$ cat src/rtl/bft_pkg.sv
// Shared types, widths and codes of the block frequency test unit.
package bft_pkg;

  localparam int LEN_W       = 16;
  localparam int TOTAL_W     = 40;
  localparam int BLOCKS_W    = 32;
  localparam int SUM_W       = 64;
  localparam int ONES_W      = 17;
  localparam int DIFF_W      = 17;
  localparam int SQ_W        = 34;
  localparam int VBITS_W     = 7;
  localparam int DATA_W      = 64;
  localparam int IN_TDATA_W  = 72;
  localparam int OUT_TDATA_W = 160;
  localparam int CFG_DATA_W  = 40;

  localparam logic [LEN_W-1:0]   BLOCK_LEN_RESET = 16'd128;
  localparam logic [TOTAL_W-1:0] MIN_TOTAL_RESET = 40'd100;
  localparam int                 ENOUGH_FACTOR   = 100;

  typedef enum logic {
    KIND_DATA   = 1'b0,
    KIND_FINISH = 1'b1
  } kind_e;

  typedef enum logic {
    CFG_BLOCK_LEN = 1'b0,
    CFG_MIN_TOTAL = 1'b1
  } cfg_idx_e;

  // Per-word control that travels alongside the lanes
  typedef struct packed {
    logic               vld;
    logic               fin;
    logic [TOTAL_W-1:0] total;
    logic [LEN_W-1:0]   fill;
    logic               enough;
  } meta_t;

  // Report word, square_sum in the lowest bits
  typedef struct packed {
    logic                enough;
    logic [LEN_W-1:0]    discarded;
    logic [TOTAL_W-1:0]  total;
    logic [BLOCKS_W-1:0] blocks;
    logic [SUM_W-1:0]    sum;
  } result_t;

endpackage

$ cat src/rtl/bft_lane.sv
// One block lane: prefix popcount, |2*ones - M| and its square.
module bft_lane #(
  parameter int WORD_BITS = 64
) (
  input  logic                            clk_i,
  input  logic                            en_i,
  input  logic [WORD_BITS-1:0]            word_i,
  input  logic [$clog2(WORD_BITS)-1:0]    pos_i,
  input  logic                            close_i,
  input  logic [bft_pkg::LEN_W-1:0]       m_i,
  input  logic [bft_pkg::LEN_W-1:0]       ones_base_i,
  input  logic [$clog2(WORD_BITS+1)-1:0]  pc_sub_i,
  output logic [$clog2(WORD_BITS+1)-1:0]  pc_o,
  output logic                            close_r2_o,
  output logic [bft_pkg::SQ_W-1:0]        sq_o,
  output logic                            close_r4_o
);

  localparam int NB    = $clog2(WORD_BITS+1);
  localparam int IDX_W = $clog2(WORD_BITS);
  localparam int OW    = bft_pkg::ONES_W;
  localparam int DW    = bft_pkg::DIFF_W;
  localparam int SW    = bft_pkg::SQ_W;

  logic [NB-1:0] pc_d, pc_q;
  logic          cl2_q, cl3_q, cl4_q;
  logic [OW-1:0] ones;
  logic [OW:0]   twice, m_ext, diff_full;
  logic [DW-1:0] diff_q;
  logic [SW-1:0] sq_d, sq_q;

  // Count ones from bit 0 up to this lane's closing bit
  always_comb begin
    pc_d = '0;
    for (int i = 0; i < WORD_BITS; i++) begin
      if (IDX_W'(i) <= pos_i) begin
        pc_d = pc_d + NB'(word_i[i]);
      end
    end
  end

  // Ones of this block and the distance of twice that count from M
  assign ones      = OW'(ones_base_i) + OW'(pc_q) - OW'(pc_sub_i);
  assign twice     = {ones, 1'b0};
  assign m_ext     = (OW+1)'(m_i);
  assign diff_full = (twice >= m_ext) ? (twice - m_ext) : (m_ext - twice);

  // Square, dropped when the lane holds no block
  assign sq_d = cl3_q ? (SW'(diff_q) * SW'(diff_q)) : '0;

  always_ff @(posedge clk_i) begin
    if (en_i) begin
      pc_q   <= pc_d;
      cl2_q  <= close_i;
      diff_q <= DW'(diff_full);
      cl3_q  <= cl2_q;
      sq_q   <= sq_d;
      cl4_q  <= cl3_q;
    end
  end

  assign pc_o       = pc_q;
  assign close_r2_o = cl2_q;
  assign sq_o       = sq_q;
  assign close_r4_o = cl4_q;

endmodule

$ cat config.mk
export PLATFORM = sky130hd
export DESIGN_NAME = bft_lane
export DESIGN_NICKNAME = d
export VERILOG_FILES = /design/src/rtl/bft_pkg.sv /design/src/rtl/bft_lane.sv
export SDC_FILE = /design/constraint.sdc
export NUM_CORES = 1
export LEC_CHECK = 0
export BUFFER_PORTS_ARGS = -buffer_cell sky130_fd_sc_hd__buf_4
export CORE_MARGIN = 5
export CORE_UTILIZATION = 45
export DETAILED_ROUTE_END_ITERATION = 16
export HOLD_SLACK_MARGIN = 0.03
export PLACE_DENSITY = 0.68
export SKIP_CTS_REPAIR_TIMING = 1
export SLEW_MARGIN = 20
export SYNTH_ARGS = -nofsm -noshare
export SYNTH_HDL_FRONTEND = slang
export SYNTH_SLANG_ARGS = --single-unit
$ cat constraint.sdc
create_clock -name clk_i -period 63.8 [get_ports clk_i]
set_input_delay 9.57 -clock clk_i [delete_from_list [all_inputs] [get_ports clk_i]]
set_output_delay 9.57 -clock clk_i [all_outputs]
set_load 0.05 [all_outputs]
==> flow_summary.json <==
{
  "rsz0062_at_grt": "no",
  "track_usage_pct": 22.0,
  "fin_area_um2": 25900,
  "drive_gt1_share_pct": 9.69,
  "hpwl_um": 54400,
  "via_per_inst": 5.64,
  "num_rows": 84,
  "place_area_um2": 25600,
  "io_buffers": 153,
  "drv_slew": 0,
  "clock.fmax_mhz": 19.6,
  "syn_area_um2": 23900,
  "worstPathRequired_ns": 63.92,
  "hp-class": "reg -> reg",
  "grt_pass1_wl_um": 105000,
  "syn_nets": 3531,
  "slew_headroom_pct": 32.2,
  "drt_iter0_markers": 1137,
  "finalWorstSetupSlack_ns": 12.83,
  "yosysWarnings": 0,
  "setup_viol": 0,
  "route.met3.wl_um": 3070,
  "yosysTopAreaCell": "fa_1",
  "cts.sinks": 60,
  "dieArea_um2": 57800,
  "grt_overflow": 0,
  "die_y_um": 240,
  "start_kind": "primary input",
  "final_antenna_net_count": 0,
  "dp_slack_ns": 12.90,
  "numCtsBuffers": 9,
  "yosysUniqueCellTypes": 99,
  "nets": 3621,
  "regArea_um2": 1800,
  "wl_met2_um": 32400,
  "fin_crit_sh_pct": 79.9,
  "synth.yosys.seq_area_share_pct": 7.55,
  "worstMarginPinSlew_ns": 1.02,
  "cp-end-kind": "register",
  "finalSetupTns_ns": 0,
  "gp_congestion": 0.941,
  "synth_area_leaders": "fa_1 (17%), ha_1 (15%), edfxtp_1 (7.5%)",
  "async_flop_share_pct": 0,
  "fillers": 5071,
  "drv_cap": 0,
  "diodes": 0,
  "final_cell_mix": "inv_1 (346), nand2_1 (330), ha_1 (279)",
  "synth_top_area_share_pct": 16.9,
  "fin_crit_ns": 50.97,
  "start_util_pct": 45.4,
  "dr.pass1.iters": 5,
  "antenna_found_initial": 0,
  "grt_max_degree": 71,
  "path_clk_slew_ns": 0.07,
  "tritoncts": "built",
  "slowest_stage": "or4b_2",
  "ys_ff_latch": 60,
  "hold_viol": 0,
  "clockBufferDepth": 2,
  "wire_per_inst_um": 17.4,
  "worstPathMaxFanout": 70,
  "dr.max_layer_used": "met4",
  "max_stage_delay_ns": 0.65,
  "outcome": "completed",
  "cts-root-buf": "clkbuf_16",
  "multi_input_area_um2": 20400,
  "insertion_delay_ns": 0.37,
  "syn2layout_area_growth_pct": 8.53,
  "criticalPathCategory": "in -> reg",
  "vias": 21000,
  "synthFlopType": "edfxtp_1",
  "drc_errors": 0,
  "layout_commonest_cell": "inv_1",
  "core_area_um2": 52600,
  "avgSynthCellArea_um2": 8.12,
  "synthCells": 2939,
  "worstPathArrival_ns": 51.09,
  "routed_wl_um": 64700,
  "fin_skew_ns": 0.0164,
  "synth_edf_count": 60,
  "cpMostUsedCell": "ha_1",
  "ios": 155,
  "wl_met1_um": 27400,
  "first_global_vias": 21000,
  "chipWidth_um": 240,
  "htreeDepth": 3
}
per-layer routing:
layer  up-vias  GRT usage [%]
met5         -              0
met4         0           6.50
met3       104           2.83
met2       573           39.8
met1     10100           27.6
li1      10200              -
worst max-delay path: cells and delay by family:
kind,cells,cell delay [ns]
AND/OR/NAND/NOR,69,9.14
XOR/XNOR,1,0.08
AO/OA/AOI/OAI,45,8.63
adder cells (fa/ha/maj),63,18.98
buffers and inverters,5,0.79
multiplexers,16,3.82
state kept, by name, summed over array words and instances (netlist names):
| name | cells |
|---|---|
| sq_o | 33 |
| diff_q | 17 |
| pc_o | 7 |
| cl3_q | 1 |
| close_r2_o | 1 |
| close_r4_o | 1 |
final cells by class:
cell class,instances,area share [%]
inverter,346,5.01
clock inverter,7,0.237
sequential,60,6.95
clock buffer,9,0.869
multi-input combinational,2449,78.9
timing repair buffer,163,4.72
tap,688,3.32
cells by family after synthesis:
| kind of cell | synth area share [%] |
|---|---|
| flip-flops | 7.55 |
| XOR/XNOR | 15.1 |
| other | 0.0157 |
| AND/OR/NAND/NOR | 21.1 |
| multiplexers | 3.02 |
| AO/OA/AOI/OAI | 14.7 |
| buffers and inverters | 6.86 |
| adder cells (fa/ha/maj) | 31.6 |
final timing paths:
check,endpoint,cells past startpoint,start,slack [ns]
worst max-delay path,pc_o[6],199,pos_i[5],12.83
worst min-delay path,cl3_q,0,close_r2_o,0.46
worst max register to register,sq_o[33],39,diff_q[7],54.61
worst min register to register,cl3_q,0,close_r2_o,0.46
stage by stage:
| stage | hold slack, ns | util (%) | instances |
|---|---|---|---|
| after floorplan | 0.512 | - | 2939 |
| after global placement | 0.445 | 48.8 | 3706 |
| after detailed placement | 0.451 | 48.8 | 3706 |
| after CTS | 0.467 | 49.3 | 3722 |
| after global routing | 0.481 | 49.3 | 3722 |
| final | 0.463 | 49.3 | 3722 |
synthesized netlist by cell type, drive strengths merged (16+ instances only):
cell    count
and2      117
fa        201
nor2b      30
inv       346
nor3       44
ha        279
edfxtp     60
a31oi      21
mux2i      44
and3       27
o21ai     114
nor4       31
xnor2     212
nand2b     26
nand3      69
nand4      47
clkbuf     71
a21o       45
nor2      218
xor2       97
o21a       20
or2        16
nand2     331
o31ai      16
nor3b      19
mux2       25
o21bai     34
a21oi     158
Power is not shown: default switching activity piles up to over one toggle a cycle in this logic, so the estimate is an artifact.
