**config.mk**
```make
export PLATFORM = sky130hd
export DESIGN_NAME = bft_segment
export DESIGN_NICKNAME = d
export VERILOG_FILES = /design/src/rtl/bft_pkg.sv /design/src/rtl/bft_segment.sv
export SDC_FILE = /design/constraint.sdc
export NUM_CORES = 1
export LEC_CHECK = 0
export ABC_CLOCK_PERIOD_IN_PS = 16320
export BUFFER_PORTS_ARGS = -buffer_cell sky130_fd_sc_hd__clkbuf_2
export CAP_MARGIN = 40
export CORE_MARGIN = 3
export CORE_UTILIZATION = 45
export CTS_BUF_LIST = sky130_fd_sc_hd__clkbuf_2
export CTS_CLUSTER_DIAMETER = 200
export DETAILED_ROUTE_END_ITERATION = 12
export PLACE_DENSITY = 0.75
export SLEW_MARGIN = 10
export SYNTH_ARGS = -nofsm -noshare
export SYNTH_HDL_FRONTEND = slang
export SYNTH_SLANG_ARGS = --single-unit
```
**constraint.sdc**
```tcl
create_clock -name clk_i -period 16.32 [get_ports clk_i]
set_input_delay 2.448 -clock clk_i [delete_from_list [all_inputs] [get_ports clk_i]]
set_output_delay 2.448 -clock clk_i [all_outputs]
set_load 0.05 [all_outputs]
```
**src/rtl/bft_pkg.sv**
```systemverilog
// Shared types, widths and codes of the block frequency test unit.
package bft_pkg;

  localparam int LEN_W       = 16;
  localparam int TOTAL_W     = 40;
  localparam int BLOCKS_W    = 32;
  localparam int SUM_W       = 64;
  localparam int ONES_W      = 17;
  localparam int DIFF_W      = 17;
  localparam int SQ_W        = 34;
  localparam int VBITS_W     = 7;
  localparam int DATA_W      = 64;
  localparam int IN_TDATA_W  = 72;
  localparam int OUT_TDATA_W = 160;
  localparam int CFG_DATA_W  = 40;

  localparam logic [LEN_W-1:0]   BLOCK_LEN_RESET = 16'd128;
  localparam logic [TOTAL_W-1:0] MIN_TOTAL_RESET = 40'd100;
  localparam int                 ENOUGH_FACTOR   = 100;

  typedef enum logic {
    KIND_DATA   = 1'b0,
    KIND_FINISH = 1'b1
  } kind_e;

  typedef enum logic {
    CFG_BLOCK_LEN = 1'b0,
    CFG_MIN_TOTAL = 1'b1
  } cfg_idx_e;

  // Per-word control that travels alongside the lanes
  typedef struct packed {
    logic               vld;
    logic               fin;
    logic [TOTAL_W-1:0] total;
    logic [LEN_W-1:0]   fill;
    logic               enough;
  } meta_t;

  // Report word, square_sum in the lowest bits
  typedef struct packed {
    logic                enough;
    logic [LEN_W-1:0]    discarded;
    logic [TOTAL_W-1:0]  total;
    logic [BLOCKS_W-1:0] blocks;
    logic [SUM_W-1:0]    sum;
  } result_t;

endpackage

```
**src/rtl/bft_segment.sv**
```systemverilog
// Block boundary finder: tracks the open block fill and marks where blocks close in a word.
module bft_segment #(
  parameter int WORD_BITS = 64,
  parameter int NUM_LANES = 4
) (
  input  logic                                clk_i,
  input  logic                                rst_ni,
  input  logic                                en_i,
  input  logic                                in_valid_i,
  input  logic                                kind_i,
  input  logic [bft_pkg::DATA_W-1:0]          data_i,
  input  logic [bft_pkg::VBITS_W-1:0]         valid_bits_i,
  input  logic [bft_pkg::LEN_W-1:0]           m_i,
  input  logic [bft_pkg::TOTAL_W-1:0]         min_total_i,
  output bft_pkg::meta_t                      meta_o,
  output logic [WORD_BITS-1:0]                word_o,
  output logic [$clog2(WORD_BITS+1)-1:0]      n_o,
  output logic [$clog2(WORD_BITS)-1:0]        pos_o [NUM_LANES],
  output logic [NUM_LANES-1:0]                close_o
);

  localparam int LW    = bft_pkg::LEN_W;
  localparam int TW    = bft_pkg::TOTAL_W;
  localparam int NB    = $clog2(WORD_BITS+1);
  localparam int IDX_W = $clog2(WORD_BITS);
  localparam int POS_W = LW + $clog2(NUM_LANES) + 1;

  logic [LW-1:0]    fill_q, fill_d;
  logic [TW-1:0]    bit_total_q, bit_total_d;
  logic [NB-1:0]    n;
  logic             is_data;
  logic [LW-1:0]    first_len;
  logic [POS_W-1:0] pos_full [NUM_LANES];
  logic [NUM_LANES-1:0] close_d;
  logic [TW:0]      total_sum;
  logic [TW-1:0]    m_scaled;
  logic             enough;
  bft_pkg::meta_t   meta_q;
  logic [WORD_BITS-1:0] word_q;
  logic [NB-1:0]    n_q;
  logic [IDX_W-1:0] pos_q [NUM_LANES];
  logic [NUM_LANES-1:0] close_q;

  // Clamp the valid-bit count to the word size
  assign n = (valid_bits_i > bft_pkg::VBITS_W'(WORD_BITS)) ? NB'(WORD_BITS)
                                                         : NB'(valid_bits_i);
  assign is_data = in_valid_i && (bft_pkg::kind_e'(kind_i) == bft_pkg::KIND_DATA);

  // Bits still needed by the open block; a block already at or past M closes on its next bit
  assign first_len = (fill_q >= m_i) ? LW'(1) : (m_i - fill_q);

  // Place the closing bit of each block in the word and derive the new fill
  always_comb begin
    fill_d = fill_q + LW'(n);
    for (int k = 0; k < NUM_LANES; k++) begin
      pos_full[k] = POS_W'(first_len) - POS_W'(1) + POS_W'(k) * POS_W'(m_i);
      close_d[k]  = is_data && (pos_full[k] < POS_W'(n));
      if (close_d[k]) begin
        fill_d = LW'(n) - LW'(pos_full[k]) - LW'(1);
      end
    end
  end

  // Saturating running bit count
  assign total_sum   = {1'b0, bit_total_q} + (TW+1)'(n);
  assign bit_total_d = total_sum[TW] ? {TW{1'b1}} : total_sum[TW-1:0];

  // Data sufficiency for a report
  assign m_scaled = TW'(m_i) * TW'(bft_pkg::ENOUGH_FACTOR);
  assign enough   = (bit_total_q >= min_total_i) && (bit_total_q >= m_scaled);

  // Hold block state, advance on each accepted data word
  always_ff @(posedge clk_i or negedge rst_ni) begin
    if (!rst_ni) begin
      fill_q      <= '0;
      bit_total_q <= '0;
    end else if (en_i && is_data) begin
      fill_q      <= fill_d;
      bit_total_q <= bit_total_d;
    end
  end

  // Stage control word
  always_ff @(posedge clk_i or negedge rst_ni) begin
    if (!rst_ni) begin
      meta_q <= '0;
    end else if (en_i) begin
      meta_q.vld    <= in_valid_i;
      meta_q.fin    <= in_valid_i && !is_data;
      meta_q.total  <= bit_total_q;
      meta_q.fill   <= fill_q;
      meta_q.enough <= enough;
    end
  end

  // Stage word payload
  always_ff @(posedge clk_i) begin
    if (en_i) begin
      word_q  <= data_i[WORD_BITS-1:0];
      n_q     <= n;
      close_q <= close_d;
      for (int k = 0; k < NUM_LANES; k++) begin
        pos_q[k] <= pos_full[k][IDX_W-1:0];
      end
    end
  end

  assign meta_o  = meta_q;
  assign word_o  = word_q;
  assign n_o     = n_q;
  assign pos_o   = pos_q;
  assign close_o = close_q;

endmodule

```
==> results of run 1 <==
-- Yosys cell counts, types with 5 or more instances --
cell,number
fa_1,30
buf_2,10
o21ai_0,93
inv_1,231
o22ai_1,11
o31ai_1,7
o21bai_1,20
nand2_1,112
or4_1,7
nor2b_1,30
a211oi_2,5
and4_1,11
o21a_1,12
mux2_2,61
o2111ai_1,9
a221oi_1,5
o211ai_1,10
mux2i_1,23
or3_1,10
xor2_1,51
nand4_1,30
a21o_1,63
ha_1,246
a31oi_1,12
and3_1,23
clkbuf_1,32
nand3_1,52
nor3_1,43
dfrtp_1,115
o21ai_1,13
nand3b_1,6
edfxtp_1,97
and2_1,11
xnor2_1,71
a21oi_1,136
nor4_1,15
nand2b_1,29
a211oi_1,15
nor2_1,92
or2_2,7
-- registers in the layout (all words and copies together) (netlist names) --
register	flops
meta_o	59
close_o	4
pos_o	22
word_o	64
bit_total_q	40
fill_q	16
n_o	7
-- layer usage --
layer  track usage [%]  up-vias
met5                 0        -
met2             40.60      609
met3             4.549      117
met4             9.199        2
met1             32.50     7656
li1                  -     7588
-- worst paths after layout --
path | end | startpoint | cells past startpoint
min in group asynchronous | meta_o[48] | rst_ni | 1
hold reg to reg | meta_o[45] | meta_o[45] | 1
setup reg to reg | fill_q[15] | fill_q[0] | 28
max in group asynchronous | bit_total_q[10] | rst_ni | 2
setup / recovery | fill_q[15] | m_i[0] | 30
hold / removal | meta_o[45] | meta_o[45] | 1
-- logic make-up after synthesis --
family	Yosys count	synth area share, %
DFF	212	31.67
and+or+nand+nor	507	14.81
AOI/OAI and AO/OA	458	16.25
adders and majority gates	276	20.12
xor gates and xnor gates	124	6.022
buffers and inverters	282	6.036
muxes	85	5.098
-- where the power goes --
part           internal, W  total [W]  switching, W  leakage, nW
logic              0.00113    0.00312       0.00199         7.77
registers         0.000685   0.000768     0.0000828         2.45
clock network     0.000132   0.000343      0.000211        0.337
total              0.00195    0.00423       0.00229         10.6
-- layout by cell type (no fill, tap or decap), types with 63 or more instances in the layout --
master and instances:
ha_1 246, inv_1 231, nor2_1 92, dfrtp_1 115, nand2_1 112, xnor2_1 71
clkbuf_2 356, a21o_1 63, o21ai_0 93, a21oi_1 136, edfxtp_1 97
-- metrics by stage --
stage	hold WS (ps)	instance area, um2
2_1_floorplan	479.4	18280
5_1_grt	532.7	20720
3_3_place_gp	490.2	20220
3_5_place_dp	494.9	20260
4_1_cts	519.8	20710
6_report	514.0	20720
-- final cells by class --
class / instances / area (um2)
diodes: 1 / 2.502
clock inverters: 19 / 108.9
clock buffers: 69 / 345.3
flip-flops and latches: 212 / 5791
repair buffers: 297 / 1543
multi-input cells: 1450 / 11390
inverters: 233 / 879.6
fillers: 3612 / 19200
well taps: 525 / 656.9
-- worst max-delay path: cells and delay by family --
kind / cells / cell delay (ps)
AOI/OAI and AO/OA: 11 / 3150
adders and majority gates: 5 / 2160
buffers and inverters: 6 / 1030
and+or+nand+nor: 6 / 1030
xor gates and xnor gates: 2 / 1030
==> flow_summary.json, run 1 <==
{
  "outcome": "complete, no violations",
  "crit_fanout": 19,
  "pre_cts_ws_ps": 5443,
  "cts_buffers": 50,
  "tightest_slew_ps": 883.1,
  "clock_latency_ps": 850,
  "clk_pin_slew_ps": 100,
  "fin_worst_skew_ps": 70.07,
  "vias": 15972,
  "grt_pass1_vias": 15492,
  "area_growth_pct": 13.30,
  "finalWeightedCongestion": 0.9655,
  "core.rowCount": 73,
  "h-tree-depth": 2,
  "fin_crit_sh_pct": 62.44,
  "wl_met1_um": 24040,
  "clock.fmax_mhz": 98.14,
  "grt_max_degree": 91,
  "drt_iter0_markers": 1274,
  "dominantRegCellSynth": "dfrtp_1",
  "drive_gt1_share_pct": 20.83,
  "cap_violations": 0,
  "ys_types": 94,
  "critPathKind": "input pin to register",
  "portBuffers": 289,
  "finalSetupViolations": 0,
  "die_w_um": 207.6,
  "cts_tree": "built",
  "top_layer": "met5",
  "cts_resized": 0,
  "start_kind": "input pin",
  "worst_ep_required_time_ps": 17010,
  "synth_area_leader_cell": "ha_1",
  "drv_slew": 0,
  "endpoint_kind": "register",
  "initial_core_util_pct": 45.81,
  "vdd_ir_drop_max_v": 0.00009784,
  "detailed_place_hpwl_um": 45330,
  "hold_buffers": 0,
  "clock_sinks": 212,
  "hold_class": "register to register",
  "yosys_warnings": 0,
  "grt_first_pass_wirelength_um": 85810,
  "critPathMaxStageDelay_ps": 590,
  "tns_ps": 0,
  "syn_inst": 1944,
  "die_h_um": 207.6,
  "setup_slack_ps": 6130,
  "critPathMostFrequentCell": "inv_1",
  "routed_wl_um": 55590,
  "grt.total_usage_pct": 24.66,
  "vias_per_cell": 5.692,
  "syn_nets": 2352,
  "p_leak_nw": 10.56,
  "wl_met2_um": 25860,
  "fin_util_pct": 51.90,
  "ios": 290,
  "route.met3.wl_um": 3804,
  "grt_antenna_before_repair": 2,
  "max_slew_margin_pct": 40.67,
  "fin_crit_ps": 10190,
  "finalNonFillerCells": 2806,
  "rrSetupSlack_ps": 7600,
  "synth_area_um2": 18280,
  "seq_area_frac_synth_pct": 31.67,
  "drc": 0,
  "placed_cells": 2717,
  "power_w": 0.004230,
  "gr-total-overflow": 0,
  "synth_top_area_share_pct": 16.83,
  "hold_viol_final": 0,
  "rsz0062_at_grt": "no",
  "async_flop_share_pct": 54.25,
  "crit_slowest_cell": "o21a_1",
  "cp.arrival_ps": 10880,
  "netlist_top_cells_area": "ha_1, edfxtp_1, dfrtp_1, inv_1, mux2_2",
  "synth-seq-cells": 212,
  "syn_avg_cell_area_um2": 9.405,
  "core_um2": 39910,
  "clockBufferDepth": 3,
  "antenna_left": 0,
  "die-area_um2": 43090,
  "power_density_nw_per_um2": 204.2,
  "nets": 2652,
  "synth_enable_flop_cells": 97,
  "dr.pass1.iters": 8,
  "post_drt_wl_per_cell_um": 19.81,
  "root_buffer": "clkbuf_2",
  "post_cts_buffers": 0
}
No activity file was read; power rests on OpenSTA's default activity.
==> inputs of run 2 (changes only) <==
--- a/config.mk
+++ b/config.mk
@@ -5,7 +5,7 @@
 export SDC_FILE = /design/constraint.sdc
 export NUM_CORES = 1
 export LEC_CHECK = 0
-export ABC_CLOCK_PERIOD_IN_PS = 16320
+export ABC_CLOCK_PERIOD_IN_PS = 9210
 export BUFFER_PORTS_ARGS = -buffer_cell sky130_fd_sc_hd__clkbuf_2
 export CAP_MARGIN = 40
 export CORE_MARGIN = 3
@@ -13,7 +13,7 @@
 export CTS_BUF_LIST = sky130_fd_sc_hd__clkbuf_2
 export CTS_CLUSTER_DIAMETER = 200
 export DETAILED_ROUTE_END_ITERATION = 12
-export PLACE_DENSITY = 0.75
+export PLACE_DENSITY = 0.77
 export SLEW_MARGIN = 10
 export SYNTH_ARGS = -nofsm -noshare
 export SYNTH_HDL_FRONTEND = slang
==> constraint.sdc (replaced) <==
create_clock -name clk_i -period 9.21 [get_ports clk_i]
set_input_delay 1.3815 -clock clk_i [delete_from_list [all_inputs] [get_ports clk_i]]
set_output_delay 1.3815 -clock clk_i [all_outputs]
set_load 0.05 [all_outputs]
==> flow_summary.json, run 2 (same netlist as run 1, synthesis figures left out) <==
{
  "vias_per_cell": 5.672,
  "p_int_w": 0.003490,
  "final_cell_mix": "clkbuf_2, ha_1, inv_1",
  "grt_antenna_before_repair": 2,
  "largest_reg_flops": 64,
  "clockBufferDepth": 3,
  "final_common_cell": "clkbuf_2",
  "die_w_um": 207.6,
  "post_drt_wl_per_cell_um": 19.77,
  "die_h_um": 207.6,
  "finalSetupViolations": 0,
  "setup.worst_path.end": "fill_q[13]",
  "setup_slack_ps": 1038,
  "p_leak_nw": 10.62,
  "vias": 15996,
  "crit_fanout": 11,
  "die-area_um2": 43090,
  "clock.fmax_mhz": 122.4,
  "endpoint_kind": "register",
  "hold_viol_final": 0,
  "post_cts_buffers": 0,
  "drv_slew": 0,
  "cts_tree": "built",
  "critPathKind": "input pin to register",
  "cap_violations": 0,
  "clock_sinks": 212,
  "drc": 0,
  "cts_resized": 0,
  "gr-total-overflow": 0,
  "placed_cells": 2727,
  "finalNonFillerCells": 2820,
  "max_slew_margin_pct": 40.57,
  "clk_pin_slew_ps": 120,
  "fin_crit_sh_pct": 88.73,
  "r2r_end": "fill_q[13]",
  "portBuffers": 289,
  "finalWeightedCongestion": 0.9557,
  "grt.total_usage_pct": 24.98,
  "drive_gt1_share_pct": 21.53,
  "clock_latency_ps": 860,
  "area_growth_pct": 13.69,
  "power_density_nw_per_um2": 364.0,
  "cp-startpoint": "m_i[1]",
  "fin_crit_ps": 8172,
  "grt_first_pass_wirelength_um": 86650,
  "fin_worst_skew_ps": 62.71,
  "design_area_um2": 20790,
  "routed_wl_um": 55750,
  "r2r_cells": 30,
  "cp.arrival_ps": 8870,
  "critPathMostFrequentCell": "inv_1",
  "antenna_left": 0,
  "power.switching_w": 0.004077,
  "rrSetupSlack_ps": 1280,
  "switching_share_pct": 53.88,
  "combinationalPowerShare_pct": 74.1,
  "r2r-start": "fill_q[0]",
  "detailed_place_hpwl_um": 45530,
  "grt_max_degree": 89,
  "hold_buffers": 0,
  "tightest_slew_ps": 884.7,
  "nets": 2662,
  "grt_pass1_vias": 15626,
  "core.rowCount": 73,
  "critPathMaxStageDelay_ps": 600,
  "cts_buffers": 49,
  "hold_class": "register to register",
  "tns_ps": 0,
  "p_seq_share_pct": 18.0,
  "root_buffer": "clkbuf_2",
  "dr.pass1.iters": 8,
  "h-tree-depth": 2,
  "outcome": "complete, no violations",
  "holdWs_ps": 512.5,
  "start_kind": "input pin",
  "worst_ep_required_time_ps": 9910,
  "rsz0062_at_grt": "no",
  "power.share.clock_pct": 7.9,
  "core_um2": 39910,
  "ios": 290,
  "vdd_ir_drop_max_v": 0.0001681,
  "pre_cts_ws_ps": 246.4,
  "place_area_um2": 20310,
  "initial_core_util_pct": 45.81,
  "drt_iter0_markers": 1232,
  "crit_slowest_cell": "fa_1"
}
==> run 2: stage by stage <==
stage	util, %	power [W]
2_1_floorplan	-	0.005393
3_3_place_gp	50.86	0.006786
3_5_place_dp	50.89	0.006863
4_1_cts	52.00	0.007496
5_1_grt	52.08	0.008153
6_report	52.08	0.007566
==> run 2: layer usage <==
metal | wire [um] | vias to the layer above | share of wire (%) | GRT usage, %
li1 | - | 7612 | - | -
met1 | 24150 | 7648 | 43 | 33.57
met4 | 1867 | 2 | 3.3 | 8.708
met5 | 16 | - | 0.029 | 0
met3 | 4280 | 107 | 7.7 | 4.670
met2 | 25430 | 627 | 46 | 40.61
==> run 2: power by group through the flow <==
stage	logic, W	registers (W)	clock network, W
2_1_floorplan	0.00363	0.00177	0
3_3_place_gp	0.00541	0.00137	0
3_5_place_dp	0.00548	0.00138	0
4_1_cts	0.00551	0.00136	0.000622
5_1_grt	0.00611	0.00138	0.000670
6_report	0.00561	0.00136	0.000599
==> run 2: area by class of cell <==
type / instances / area (um2)
Sequential cell: 212 / 5791
Timing Repair Buffer: 308 / 1622
Inverter: 233 / 879.6
Tap cell: 525 / 656.9
Clock buffer: 77 / 385.4
Clock inverter: 14 / 60.06
Antenna cell: 1 / 2.502
Fill cell: 3644 / 19130
Multi-Input combinational cell: 1450 / 11390
==> run 2: how the worst min path moves through the flow <==
| stage | from | to | slack (ps) | depth (start not counted) |
|---|---|---|---|---|
| CTS | meta_o[30] | meta_o[30] | 520 | 1 |
| floorplan | fill_q[14] | meta_o[15] | 480 | 1 |
| global placement | meta_o[58] | meta_o[58] | 490 | 1 |
| detailed placement | meta_o[30] | meta_o[30] | 500 | 1 |
| global route | meta_o[11] | meta_o[11] | 540 | 1 |
| finish | meta_o[54] | meta_o[54] | 510 | 1 |
==> run 2: critical path: cells and delay by family <==
family,cells,cell delay (ps)
XOR/XNOR,2,520
AND/OR/NAND/NOR,7,1460
AO/OA/AOI/OAI,9,2270
adder cells (fa/ha/maj),5,2130
buffers and inverters,8,1090
