`config.mk`:
```
export PLATFORM = sky130hd
export DESIGN_NAME = bft_merge
export DESIGN_NICKNAME = d
export VERILOG_FILES = /design/src/rtl/bft_pkg.sv /design/src/rtl/bft_merge.sv
export SDC_FILE = /design/constraint.sdc
export NUM_CORES = 1
export LEC_CHECK = 0
export BUFFER_PORTS_ARGS = -buffer_cell sky130_fd_sc_hd__buf_2
export CAP_MARGIN = 20
export CORE_AREA = 2 2 253 130
export CTS_BUF_LIST = sky130_fd_sc_hd__clkbuf_2 sky130_fd_sc_hd__clkbuf_4 sky130_fd_sc_hd__clkbuf_8
export DETAILED_ROUTE_END_ITERATION = 10
export DIE_AREA = 0 0 255 132
export PLACE_DENSITY_LB_ADDON = 0.15
export SETUP_SLACK_MARGIN = 0.05
export SLEW_MARGIN = 20
export SYNTH_ARGS = -nofsm -noshare
export SYNTH_HDL_FRONTEND = slang
export SYNTH_SLANG_ARGS = --single-unit
```
`constraint.sdc`:
```
create_clock -name clk_i -period 5.9 [get_ports clk_i]
set_clock_uncertainty 0.15 [all_clocks]
set_input_delay 1.18 -clock clk_i [delete_from_list [all_inputs] [get_ports clk_i]]
set_output_delay 1.18 -clock clk_i [all_outputs]
set_load 0.02 [all_outputs]
```
`src/rtl/bft_pkg.sv`:
```
// Shared types, widths and codes of the block frequency test unit.
package bft_pkg;

  localparam int LEN_W       = 16;
  localparam int TOTAL_W     = 40;
  localparam int BLOCKS_W    = 32;
  localparam int SUM_W       = 64;
  localparam int ONES_W      = 17;
  localparam int DIFF_W      = 17;
  localparam int SQ_W        = 34;
  localparam int VBITS_W     = 7;
  localparam int DATA_W      = 64;
  localparam int IN_TDATA_W  = 72;
  localparam int OUT_TDATA_W = 160;
  localparam int CFG_DATA_W  = 40;

  localparam logic [LEN_W-1:0]   BLOCK_LEN_RESET = 16'd128;
  localparam logic [TOTAL_W-1:0] MIN_TOTAL_RESET = 40'd100;
  localparam int                 ENOUGH_FACTOR   = 100;

  typedef enum logic {
    KIND_DATA   = 1'b0,
    KIND_FINISH = 1'b1
  } kind_e;

  typedef enum logic {
    CFG_BLOCK_LEN = 1'b0,
    CFG_MIN_TOTAL = 1'b1
  } cfg_idx_e;

  // Per-word control that travels alongside the lanes
  typedef struct packed {
    logic               vld;
    logic               fin;
    logic [TOTAL_W-1:0] total;
    logic [LEN_W-1:0]   fill;
    logic               enough;
  } meta_t;

  // Report word, square_sum in the lowest bits
  typedef struct packed {
    logic                enough;
    logic [LEN_W-1:0]    discarded;
    logic [TOTAL_W-1:0]  total;
    logic [BLOCKS_W-1:0] blocks;
    logic [SUM_W-1:0]    sum;
  } result_t;

endpackage

```
`src/rtl/bft_merge.sv`:
```
// Lane merge: sums the lane squares, keeps the saturating totals and holds the report word.
module bft_merge #(
  parameter int NUM_LANES = 4
) (
  input  logic                       clk_i,
  input  logic                       rst_ni,
  input  logic                       en_i,
  input  bft_pkg::meta_t             meta_i,
  input  logic [bft_pkg::SQ_W-1:0]   sq_i [NUM_LANES],
  input  logic [NUM_LANES-1:0]       close_i,
  input  logic                       out_ready_i,
  output logic                       out_valid_o,
  output bft_pkg::result_t           result_o,
  output logic                       hold_o
);

  localparam int CW  = $clog2(NUM_LANES+1);
  localparam int LSW = bft_pkg::SQ_W + CW;
  localparam int AW  = bft_pkg::SUM_W;
  localparam int BW  = bft_pkg::BLOCKS_W;

  logic [LSW-1:0]   lane_sum_d, lane_sum_q;
  logic [CW-1:0]    cnt_d, cnt_q;
  bft_pkg::meta_t   meta_q;
  logic [AW-1:0]    acc_q, acc_d;
  logic [AW:0]      acc_sum;
  logic [BW-1:0]    blk_q, blk_d;
  logic [BW:0]      blk_sum;
  logic             out_valid_q;
  bft_pkg::result_t result_q;

  // Add up the lanes
  always_comb begin
    lane_sum_d = '0;
    cnt_d      = '0;
    for (int k = 0; k < NUM_LANES; k++) begin
      lane_sum_d = lane_sum_d + LSW'(sq_i[k]);
      cnt_d      = cnt_d + CW'(close_i[k]);
    end
  end

  always_ff @(posedge clk_i or negedge rst_ni) begin
    if (!rst_ni) begin
      meta_q <= '0;
    end else if (en_i) begin
      meta_q <= meta_i;
    end
  end

  always_ff @(posedge clk_i) begin
    if (en_i) begin
      lane_sum_q <= lane_sum_d;
      cnt_q      <= cnt_d;
    end
  end

  // Saturating accumulation
  assign acc_sum = {1'b0, acc_q} + (AW+1)'(lane_sum_q);
  assign acc_d   = acc_sum[AW] ? {AW{1'b1}} : acc_sum[AW-1:0];
  assign blk_sum = {1'b0, blk_q} + (BW+1)'(cnt_q);
  assign blk_d   = blk_sum[BW] ? {BW{1'b1}} : blk_sum[BW-1:0];

  always_ff @(posedge clk_i or negedge rst_ni) begin
    if (!rst_ni) begin
      acc_q <= '0;
      blk_q <= '0;
    end else if (en_i && meta_q.vld && !meta_q.fin) begin
      acc_q <= acc_d;
      blk_q <= blk_d;
    end
  end

  // Output register: load on a finish word, drop once taken
  always_ff @(posedge clk_i or negedge rst_ni) begin
    if (!rst_ni) begin
      out_valid_q <= 1'b0;
    end else if (en_i && meta_q.vld && meta_q.fin) begin
      out_valid_q <= 1'b1;
    end else if (out_ready_i) begin
      out_valid_q <= 1'b0;
    end
  end

  always_ff @(posedge clk_i) begin
    if (en_i && meta_q.vld && meta_q.fin) begin
      result_q.sum       <= acc_q;
      result_q.blocks    <= blk_q;
      result_q.total     <= meta_q.total;
      result_q.discarded <= meta_q.fill;
      result_q.enough    <= meta_q.enough;
    end
  end

  // Stall only when a report waits behind an unread one
  assign hold_o      = meta_q.vld && meta_q.fin && out_valid_q && !out_ready_i;
  assign out_valid_o = out_valid_q;
  assign result_o    = result_q;

endmodule

```
==> results.ini, run 1 <==
[place]
io_buffers = 357
dp_slack_ns = 0.411
placedCellCount = 2301
gp_congestion = 0.890
placed_area_um2 = 20400
hpwl_um = 28100

[cts]
cts_hold_buf = 0
clk_pin_slew_ns = 0.06
clk_latency_ns = 0.59
clockBufferDepth = 3
cts_setup_buffers = 0
cts.repair.resized = 0
cts_tree = yes
cts_sinks = 348
cts_made_buffers = 49
root_buffer = clkbuf_8
htreeDepth = 2

[finish]
areaGrowthSynthToFinish_pct = 18.6
final_cells = 2392
regArea_um2 = 9670
drive_above_1_share_pct = 27.3
design_area_um2 = 21500
fill_cells = 2350
nNetsFinal = 2270
multiInputGateArea_um2 = 7540

[yosys]
yosysSeqAreaShare_pct = 53.4
synthDistinctLibCells = 60
synth_area_leader_cell = edfxtp_1
ys_top_cells_by_area = edfxtp_1 32%, dfrtp_1 22%, fa_1 7.8%
netlist_instances = 1541
async_flop_share_pct = 44.8
synth_top_area_share_pct = 31.8
synth_area_um2 = 18100
synth_fp_nets = 1891
ys_warn_count = 0
yosysMostFrequentCell = inv_1
ys.flop_type = edfxtp_1
synth_edf_count = 192
syn_avg_cell_area_um2 = 11.8
synth_seq_cells = 348
synth.top_cells.by_count = 208 x inv_1, 192 x edfxtp_1, 156 x dfrtp_1

[timing]
tns_ns = 0
post-route-period-util_pct = 83.8
hold_viol_final = 0
rsz0062_at_grt = false
max_freq_ghz = 0.202
worst_pin_slew_ns = 0.910
fin_ws_ns = 0.956
min_period_ns = 4.94
drv_slew = 0
maxSlewHeadroom_pct = 39.2
setup_viol = 0

[routing]
vias = 12700
first_pass_iters = 5
totalWireLength_um = 38300
viasPerCell = 5.31
drc_errors = 0
wire_per_inst_um = 16.0
ant_nets = 0
drtIter0Drc = 831

[setup_path]
critPathKind = primary input to register
cp_num_buf_inv = 4
r2r-start = acc_q[19]$_DFFE_PN0P_
end_kind = register
worst_path_max_delay_cell = fa_1
cpLargestDelayFamily = compound AO/OA/AOI/OAI gates
r2r_slack_ns = 2.18
path_cells = buf_2, inv_1, fa_1, inv_1, fa_1, ha_1, inv_1, fa_1, nor2b_1, o211ai_1, a311oi_1, o211ai_1, a21o_1, a21oi_1, a21o_1, a31oi_1, xnor2_1
critPathMaxFanout = 5
startpoint = sq_i[1]
worstPathRequired_ns = 6.08
max_stage_delay_ns = 0.53
start_kind = primary input
arrival_ns = 5.13

[global_routing]
grt-ovfl-total = 0
antenna_found_initial = 1
grt_usage_pct = 22.8
grt_pass1_wl_um = 61800
grt_max_degree = 69
first_global_vias = 12300

[run_status]
run_status = finished, final reports clean

[floorplanning]
dieArea_um2 = 33700
num_io_pins = 358
die_y_um = 132
core_area_um2 = 31400
dieWidth_um = 255
initial_utilization_pct = 57.8
rows = 46

[power_and_ir_drop]
p_leak_nw = 9.83
power.density_nw_per_um2 = 430
p_total_w = 0.00924
ir_drop_v = 0.000209

[hold_path]
min-delay-start = meta_q[19]$_DFFE_PN0P_
hold_class = register to register

[flow_run]
cap_violations = 0

==> worst paths after layout <==
path                                                  to  depth (start not counted)
worst max-delay path            lane_sum_q[27]$_DFFE_PP_                         17
worst min-delay path              result_o[98]$_DFFE_PP_                          0
worst max register to register     acc_q[60]$_DFFE_PN0P_                         10
worst min register to register    result_o[98]$_DFFE_PP_                          0
max in group asynchronous         meta_q[58]$_DFFE_PN0P_                          2
min in group asynchronous          acc_q[33]$_DFFE_PN0P_                          1
==> per-layer routing <==
| layer | vias to the layer above | wire, um | GRT usage (%) |
|---|---|---|---|
| li1 | 6144 | - | - |
| met1 | 6092 | 17100 | 31.7 |
| met2 | 386 | 18000 | 36.6 |
| met3 | 69 | 2170 | 4.26 |
| met4 | 0 | 1040 | 7.34 |
| met5 | - | 0 | 0 |
==> state kept, by name, indices dropped and copies added (netlist names) <==
register     count
result_o       153
meta_q          59
lane_sum_q      36
acc_q           64
out_valid_o      1
cnt_q            3
blk_q           32
==> worst register-to-register path: cells and delay by family, from the launching register on <==
family                     cells  cell delay, ns
and+or+nand+nor                6            1.72
DFF                            1            0.42
AOI/OAI and AO/OA              2            0.57
adders and majority gates      1            0.42
muxes                          1            0.34
==> per-stage QoR <==
stage / hold WS, ns / util [%]
finish: 0.290 / 68.5
global route: 0.301 / 68.5
CTS: 0.293 / 68.5
detailed placement: 0.278 / 65.0
global placement: 0.272 / 65.0
floorplan: 0.271 / -
==> kinds of logic after synthesis <==
group           after synthesis  synth area share, %
compound gates              273                 9.93
xor+xnor                     88                 4.25
fa+ha+maj                   147                 13.1
buf+inv                     246                 5.12
flops                       348                 53.4
mux                          73                 4.54
simple gates                366                 9.69
==> layout make-up <==
type	count	share of cell area, %
Clock buffer	78	4.41
Sequential cell	348	45.0
Antenna cell	1	0.0116
Clock inverter	12	0.623
Tap cell	432	2.52
Inverter	208	3.63
Multi-Input combinational cell	947	35.1
Timing Repair Buffer	366	8.73
==> report_power, final <==
group          switching [W]  total (W)  internal, W
Combinational        0.00222    0.00387      0.00165
Sequential          0.000267    0.00335      0.00309
Clock               0.000898    0.00202      0.00112
Total                0.00338    0.00924      0.00586
==> cell usage in the layout (no fill, tap or decap), types with 58 or more instances in the layout <==
cell type  synthesis  routed
edfxtp_1         192     192
nand2_1          116     116
ha_1              76      76
buf_2              3     355
fa_1              71      71
dfrtp_1          156     156
a21oi_1           77      77
mux2_2            64      64
nor2_1            80      79
clkbuf_8           0      58
inv_1            208     208
Power figures use the tool's default switching activity.
==> run 2, diff against run 1 <==
--- a/config.mk
+++ b/config.mk
@@ -5,12 +5,13 @@
 export SDC_FILE = /design/constraint.sdc
 export NUM_CORES = 1
 export LEC_CHECK = 0
+export ABC_AREA = 1
 export BUFFER_PORTS_ARGS = -buffer_cell sky130_fd_sc_hd__buf_2
 export CAP_MARGIN = 20
-export CORE_AREA = 2 2 253 130
+export CORE_AREA = 2 2 269 138
 export CTS_BUF_LIST = sky130_fd_sc_hd__clkbuf_2 sky130_fd_sc_hd__clkbuf_4 sky130_fd_sc_hd__clkbuf_8
 export DETAILED_ROUTE_END_ITERATION = 10
-export DIE_AREA = 0 0 255 132
+export DIE_AREA = 0 0 271 140
 export PLACE_DENSITY_LB_ADDON = 0.15
 export SETUP_SLACK_MARGIN = 0.05
 export SLEW_MARGIN = 20
==> constraint.sdc (replaced) <==
create_clock -name clk_i -period 4.8 [get_ports clk_i]
set_clock_uncertainty 0.15 [all_clocks]
set_input_delay 0.96 -clock clk_i [delete_from_list [all_inputs] [get_ports clk_i]]
set_output_delay 0.96 -clock clk_i [all_outputs]
set_load 0.02 [all_outputs]
==> results.ini, run 2 <==
[run_status]
run_status = finished, final reports clean  ; unchanged

[global_routing]
grt.met3_usage_pct = 11.9  ; was 4.26%
antenna_found_initial = 0  ; was 1
grt_usage_pct = 32.6  ; was 22.8%
grt_max_degree = 94  ; was 69
grt_use_met2_pct = 42.0  ; was 36.6%
grt-ovfl-total = 0  ; unchanged
first_global_vias = 17200  ; was 12300
grt_busiest_layer = met1  ; was met2
grtUsageMet1_pct = 52.1  ; was 31.7%
grt_pass1_wl_um = 95100  ; was 61800 um

[routing]
totalWireLength_um = 61000  ; was 38300 um
vias = 18000  ; was 12700
ant_nets = 0  ; unchanged
first_pass_iters = 6  ; was 5
viasPerCell = 5.27  ; was 5.31
wire_per_inst_um = 17.9  ; was 16.0 um
drc_errors = 0  ; unchanged
drtIter0Drc = 1967  ; was 831

[yosys]
synth_edf_count = 192  ; unchanged
ys_warn_count = 0  ; unchanged
async_flop_share_pct = 44.8  ; unchanged
synth_area_um2 = 20900  ; was 18100 um2
synth.top_cells.by_count = 778 x nand2_1, 473 x inv_1, 202 x nor2_1  ; was 208 x inv_1, 192 x edfxtp_1, 156 x dfrtp_1
ys.flop_type = edfxtp_1  ; unchanged
syn_avg_cell_area_um2 = 8.36  ; was 11.8 um2
synthDistinctLibCells = 49  ; was 60
netlist_instances = 2496  ; was 1541
ys_top_cells_by_area = edfxtp_1 28%, dfrtp_1 19%, nand2_1 14%  ; was edfxtp_1 32%, dfrtp_1 22%, fa_1 7.8%
synth_area_leader_cell = edfxtp_1  ; unchanged
synth_fp_nets = 2846  ; was 1891
yosysSeqAreaShare_pct = 46.4  ; was 53.4%
synth_seq_cells = 348  ; unchanged
yosysMostFrequentCell = nand2_1  ; was inv_1
synth_top_area_share_pct = 27.6  ; was 31.8%

[timing]
hold_viol_final = 0  ; unchanged
drv_slew = 0  ; unchanged
maxSlewHeadroom_pct = 40.5  ; was 39.2%
rsz0062_at_grt = false  ; unchanged
post-route-period-util_pct = 85.6
min_period_ns = 4.11
setup_viol = 0  ; unchanged
fin_ws_ns = 0.693  ; was 0.956 ns
worst_pin_slew_ns = 0.892  ; was 0.910 ns
max_freq_ghz = 0.243

[finish]
final_util_pct = 68.5  ; about the same
diodes = 0  ; was 1
final_common_cell = nand2_1  ; was buf_2
drive_above_1_share_pct = 18.3  ; was 27.3%
largest_reg_flops = 153  ; unchanged
areaGrowthSynthToFinish_pct = 16.6  ; was 18.6%
nNetsFinal = 3233  ; was 2270
design_area_um2 = 24300  ; was 21500 um2
layout_common_cells = 778 x nand2_1, 472 x inv_1, 355 x buf_2  ; was 355 x buf_2, 208 x inv_1, 192 x edfxtp_1

[power_and_ir_drop]
swShare_pct = 45.7  ; was 36.6%
p_comb_share_pct = 48.9  ; was 41.9%
seqPwrFrac_pct = 31.2  ; was 36.3%
power.density_nw_per_um2 = 545  ; was 430 nW/um2
p_leak_nw = 12.4  ; was 9.83 nW
intPower_w = 0.00720  ; was 0.00586 W
p_sw_w = 0.00606  ; was 0.00338 W
ir_drop_v = 0.000293  ; was 0.000209 V
p_clk_share_pct = 19.9  ; was 21.8%
p_total_w = 0.0133  ; was 0.00924 W

[cts]
cts_sinks = 348  ; unchanged
cts_made_buffers = 48  ; was 49
root_buffer = clkbuf_8  ; unchanged
clk_pin_slew_ns = 0.08  ; was 0.06 ns
cts_setup_buffers = 0  ; unchanged
cts_hold_buf = 0  ; unchanged
htreeDepth = 2  ; unchanged
clk_latency_ns = 0.61  ; was 0.59 ns
cts.repair.resized = 0  ; unchanged
cts_tree = yes  ; unchanged
clockBufferDepth = 3  ; unchanged

[floorplanning]
rows = 49  ; was 46
num_io_pins = 358  ; unchanged
die_y_um = 140  ; was 132 um
dieArea_um2 = 37900  ; was 33700 um2
dieWidth_um = 271  ; was 255 um
core_area_um2 = 35500  ; was 31400 um2
initial_utilization_pct = 58.8  ; was 57.8%

[setup_path]
critPathMaxFanout = 4  ; was 5
worstPathRequired_ns = 5.02  ; was 6.08 ns
start_kind = primary input  ; unchanged
critPathKind = primary input to register  ; unchanged
end_kind = register  ; unchanged
r2r_slack_ns = 1.43  ; was 2.18 ns
arrival_ns = 4.32  ; was 5.13 ns

[place]
dp_slack_ns = 0.292  ; was 0.411 ns
placed_area_um2 = 23200  ; was 20400 um2
hpwl_um = 48800  ; was 28100 um
io_buffers = 357  ; unchanged
gp_congestion = 1.03  ; was 0.890

[hold_path]
hold_class = primary input to asynchronous set/reset pin  ; was register to register

[flow_run]
cap_violations = 0  ; unchanged

-- run 2: cell types whose count changed after synthesis, moves of 31 or more --
cell | previous run | this run
nand2_1 | 116 | 778
inv_1 | 208 | 473
nor2_1 | 80 | 202
nand3_1 | 45 | 128
mux2_2 | 64 | 0
a21o_1 | 35 | 4
-- run 2: worst max-delay path: stages --
cell     delay [ns]
buf_2          0.08
inv_1          0.04
fa_1           0.53
inv_1          0.06
fa_1           0.48
ha_1           0.38
a21oi_1        0.12
o21ai_0        0.18
nor2_1         0.10
o21ai_0        0.67
nand2_1        0.13
nand2_1        0.30
nand2_1        0.13
nand3_1        0.10
nand2_1        0.05
-- run 2: layer usage --
metal  vias up  part of all wire [%]
li1       8582                     -
met1      8418                    47
met2       875                    38
met3        75                    14
met4         0                   1.3
met5         -                     0
-- run 2: per-stage QoR --
step,TNS [ns],hold WS [ns],instances
finish,0,0.273,3407
global route,0,0.303,3407
CTS,0,0.293,3407
detailed placement,0,0.281,3317
global placement,0,0.278,3317
floorplan,-86.44,0.275,2496
-- run 2: cell families after synthesis --
kind of cell | synth area share [%]
buffers and inverters | 9.49
DFF | 46.4
AOI/OAI and AO/OA | 4.38
xor gates and xnor gates | 2.69
and+or+nand+nor | 25.7
adders and majority gates | 11.4
-- run 2: area by class of cell --
class,count,area (um2)
inverters,479,1800
fillers,2886,11200
flip-flops and latches,348,9670
multi-input cells,1637,9220
repair buffers,369,1910
clock inverters,19,238
clock buffers,71,871
well taps,484,606
-- run 2: final timing paths --
path                                          start                  endpoint  cells past startpoint
min in group clk_i           meta_q[25]$_DFFE_PN0P_   result_o[104]$_DFFE_PP_                      0
max reg2reg                lane_sum_q[31]$_DFFE_PP_      acc_q[0]$_DFFE_PN0P_                     11
max                                         sq_i[3]  lane_sum_q[32]$_DFFE_PP_                     15
min                                          rst_ni    meta_q[21]$_DFFE_PN0P_                      1
min reg2reg                  meta_q[25]$_DFFE_PN0P_   result_o[104]$_DFFE_PP_                      0
max in group asynchronous                    rst_ni    meta_q[37]$_DFFE_PN0P_                      2
-- run 2: power by group through the flow --
stage               logic, W  clock network (W)  registers (W)
finish               0.00648            0.00264        0.00414
floorplan            0.00422                  0        0.00407
detailed placement   0.00617                  0        0.00418
global placement     0.00607                  0        0.00417
CTS                  0.00621            0.00266        0.00413
global route         0.00711            0.00280        0.00418
==> run 3, diff against run 2 <==
--- a/config.mk
+++ b/config.mk
@@ -8,10 +8,10 @@
 export ABC_AREA = 1
 export BUFFER_PORTS_ARGS = -buffer_cell sky130_fd_sc_hd__buf_2
 export CAP_MARGIN = 20
-export CORE_AREA = 2 2 269 138
+export CORE_AREA = 2 2 376 192
 export CTS_BUF_LIST = sky130_fd_sc_hd__clkbuf_2 sky130_fd_sc_hd__clkbuf_4 sky130_fd_sc_hd__clkbuf_8
 export DETAILED_ROUTE_END_ITERATION = 10
-export DIE_AREA = 0 0 271 140
+export DIE_AREA = 0 0 378 194
 export PLACE_DENSITY_LB_ADDON = 0.15
 export SETUP_SLACK_MARGIN = 0.05
 export SLEW_MARGIN = 20
==> constraint.sdc (replaced) <==
create_clock -name clk_i -period 4.8 [get_ports clk_i]
set_clock_uncertainty 0.15 [all_clocks]
set_input_delay 0.72 -clock clk_i [delete_from_list [all_inputs] [get_ports clk_i]]
set_output_delay 0.72 -clock clk_i [all_outputs]
set_load 0.02 [all_outputs]
==> results.ini, run 3 (same netlist as run 2, synthesis figures left out) <==
[setup_path]
worstSetupEndpoint = lane_sum_q[32]$_DFFE_PP_  ; unchanged
r2r-start = lane_sum_q[31]$_DFFE_PP_  ; unchanged
critPathMaxFanout = 4  ; unchanged
r2r_slack_ns = 1.48  ; was 1.43 ns
start_kind = primary input  ; unchanged
critPathKind = primary input to register  ; unchanged
end_kind = register  ; unchanged
worstPathRequired_ns = 5.02  ; about the same
r2r_cells = 11  ; unchanged
r2r-end = acc_q[25]$_DFFE_PN0P_  ; was acc_q[0]$_DFFE_PN0P_
arrival_ns = 4.03  ; was 4.32 ns
startpoint = sq_i[5]  ; was sq_i[3]

[global_routing]
grt_pass1_wl_um = 102000  ; was 95100 um
grt_max_degree = 80  ; was 94
grt_usage_pct = 18.3  ; was 32.6%
grt-ovfl-total = 0  ; unchanged
first_global_vias = 16700  ; was 17200
antenna_found_initial = 1  ; was 0

[cts]
cts_sinks = 348  ; unchanged
cts_setup_buffers = 0  ; unchanged
clockBufferDepth = 3  ; unchanged
cts_hold_buf = 1  ; was 0
cts_made_buffers = 52  ; was 48
cts.repair.resized = 0  ; unchanged
cts_tree = yes  ; unchanged
root_buffer = clkbuf_8  ; unchanged
htreeDepth = 2  ; unchanged
clk_latency_ns = 0.65  ; was 0.61 ns
clk_pin_slew_ns = 0.07  ; was 0.08 ns

[timing]
drv_slew = 0  ; unchanged
hold_viol_final = 0  ; unchanged
tns_ns = 0  ; unchanged
post-route-period-util_pct = 79.5  ; was 85.6%
max_freq_ghz = 0.262  ; was 0.243 GHz
setup_viol = 0  ; unchanged
rsz0062_at_grt = false  ; unchanged
worst_pin_slew_ns = 0.850  ; was 0.892 ns
maxSlewHeadroom_pct = 43.3  ; was 40.5%
min_period_ns = 3.82  ; was 4.11 ns

[place]
hpwl_um = 53800  ; was 48800 um
io_buffers = 357  ; unchanged
gp_congestion = 0.916  ; was 1.03
placedCellCount = 3794  ; was 3317

[floorplanning]
core_area_um2 = 70100  ; was 35500 um2
initial_utilization_pct = 29.7  ; was 58.8%
dieArea_um2 = 73300  ; was 37900 um2
rows = 69  ; was 49
dieWidth_um = 378  ; was 271 um
die_y_um = 194  ; was 140 um
num_io_pins = 358  ; unchanged

[power_and_ir_drop]
power.density_nw_per_um2 = 536  ; was 545 nW/um2
ir_drop_v = 0.000223  ; was 0.000293 V
p_leak_nw = 12.5  ; was 12.4 nW

[finish]
nNetsFinal = 3241  ; was 3233
fill_cells = 7510  ; was 2886
regArea_um2 = 9670  ; unchanged
areaGrowthSynthToFinish_pct = 19.8  ; was 16.6%
drive_above_1_share_pct = 18.4  ; was 18.3%
multiInputGateArea_um2 = 9220  ; unchanged
largest_reg_flops = 153  ; unchanged
layout_common_cells = 778 x nand2_1, 472 x inv_1, 355 x buf_2  ; unchanged
final_common_cell = nand2_1  ; unchanged
final_cells = 3894  ; was 3407
final_util_pct = 35.6  ; was 68.5%

[routing]
wire_per_inst_um = 17.2  ; was 17.9 um
vias = 17400  ; was 18000
ant_nets = 0  ; unchanged
viasPerCell = 4.46  ; was 5.27
drc_errors = 0  ; unchanged
drtIter0Drc = 1352  ; was 1967
first_pass_iters = 5  ; was 6
totalWireLength_um = 67100  ; was 61000 um

[flow_run]
cap_violations = 0  ; unchanged

[hold_path]
hold_class = primary input to register  ; was primary input to asynchronous set/reset pin

[run_status]
run_status = finished, final reports clean  ; unchanged

## run 3: changes by cell type in the layout (fill, tap and decap cells not counted), sizes merged
cell | previous run | this run
clkbuf | 71 | 73
inv | 480 | 478
dlygate4sd3 | 0 | 1
bufinv | 5 | 3
buf | 369 | 372
clkinv | 12 | 21
diode | 0 | 2
## run 3: cell type report
| type | count | share of cell area, % |
|---|---|---|
| Clock buffer | 73 | 3.72 |
| Tap cell | 958 | 4.80 |
| Inverter | 479 | 7.23 |
| Multi-Input combinational cell | 1637 | 36.9 |
| Sequential cell | 348 | 38.7 |
| Antenna cell | 2 | 0.0200 |
| Timing Repair Buffer | 373 | 7.78 |
| Clock inverter | 24 | 0.822 |
## run 3: how the worst min path moves through the flow
| stage | startpoint | endpoint | slack [ns] | cells after the start |
|---|---|---|---|---|
| final | out_ready_i | out_valid_o$_DFFE_PN0P_ | 0.11 | 2 |
| after CTS | out_ready_i | out_valid_o$_DFFE_PN0P_ | 0.06 | 2 |
| after floorplan | rst_ni | acc_q[0]$_DFFE_PN0P_ | 0.27 | 0 |
| after global placement | meta_q[31]$_DFFE_PN0P_ | result_o[110]$_DFFE_PP_ | 0.28 | 0 |
| after global routing | out_ready_i | out_valid_o$_DFFE_PN0P_ | 0.06 | 2 |
| after detailed placement | meta_q[53]$_DFFE_PN0P_ | result_o[132]$_DFFE_PP_ | 0.28 | 0 |
## run 3: critical path: stages
cell     delay, ns
buf_2         0.08
inv_1         0.04
fa_1          0.52
inv_1         0.05
fa_1          0.45
ha_1          0.38
nand2_1       0.09
nor3_1        0.17
nor2_1        0.12
o21ai_0       0.65
nand2_1       0.13
nand2_1       0.30
nand2_1       0.15
nand3_1       0.11
nand2_1       0.06
## run 3: where the power goes
part / switching (W) / internal [W]
clock network: 0.00125 / 0.00142
registers: 0.000366 / 0.00376
logic: 0.00459 / 0.00200
total: 0.00620 / 0.00718
## run 3: metal layers
metal | track usage (%) | vias up | routed length, um
li1 | - | 8601 | -
met2 | 22.2 | 492 | 23600
met4 | 2.58 | 0 | 697
met5 | 0 | - | 0
met3 | 4.59 | 54 | 5300
met1 | 31.5 | 8238 | 37500
## run 3: stage by stage
stage	cell area, um2	hold slack (ns)	setup slack [ns]	power (W)
6_report	25000	0.106	0.985	0.0134
5_1_grt	25000	0.0628	0.828	0.0144
4_1_cts	25000	0.0635	1.10	0.0134
3_5_place_dp	23800	0.281	0.435	0.0106
3_3_place_gp	23800	0.276	0.445	0.0106
2_1_floorplan	20900	0.274	-0.322	0.00829
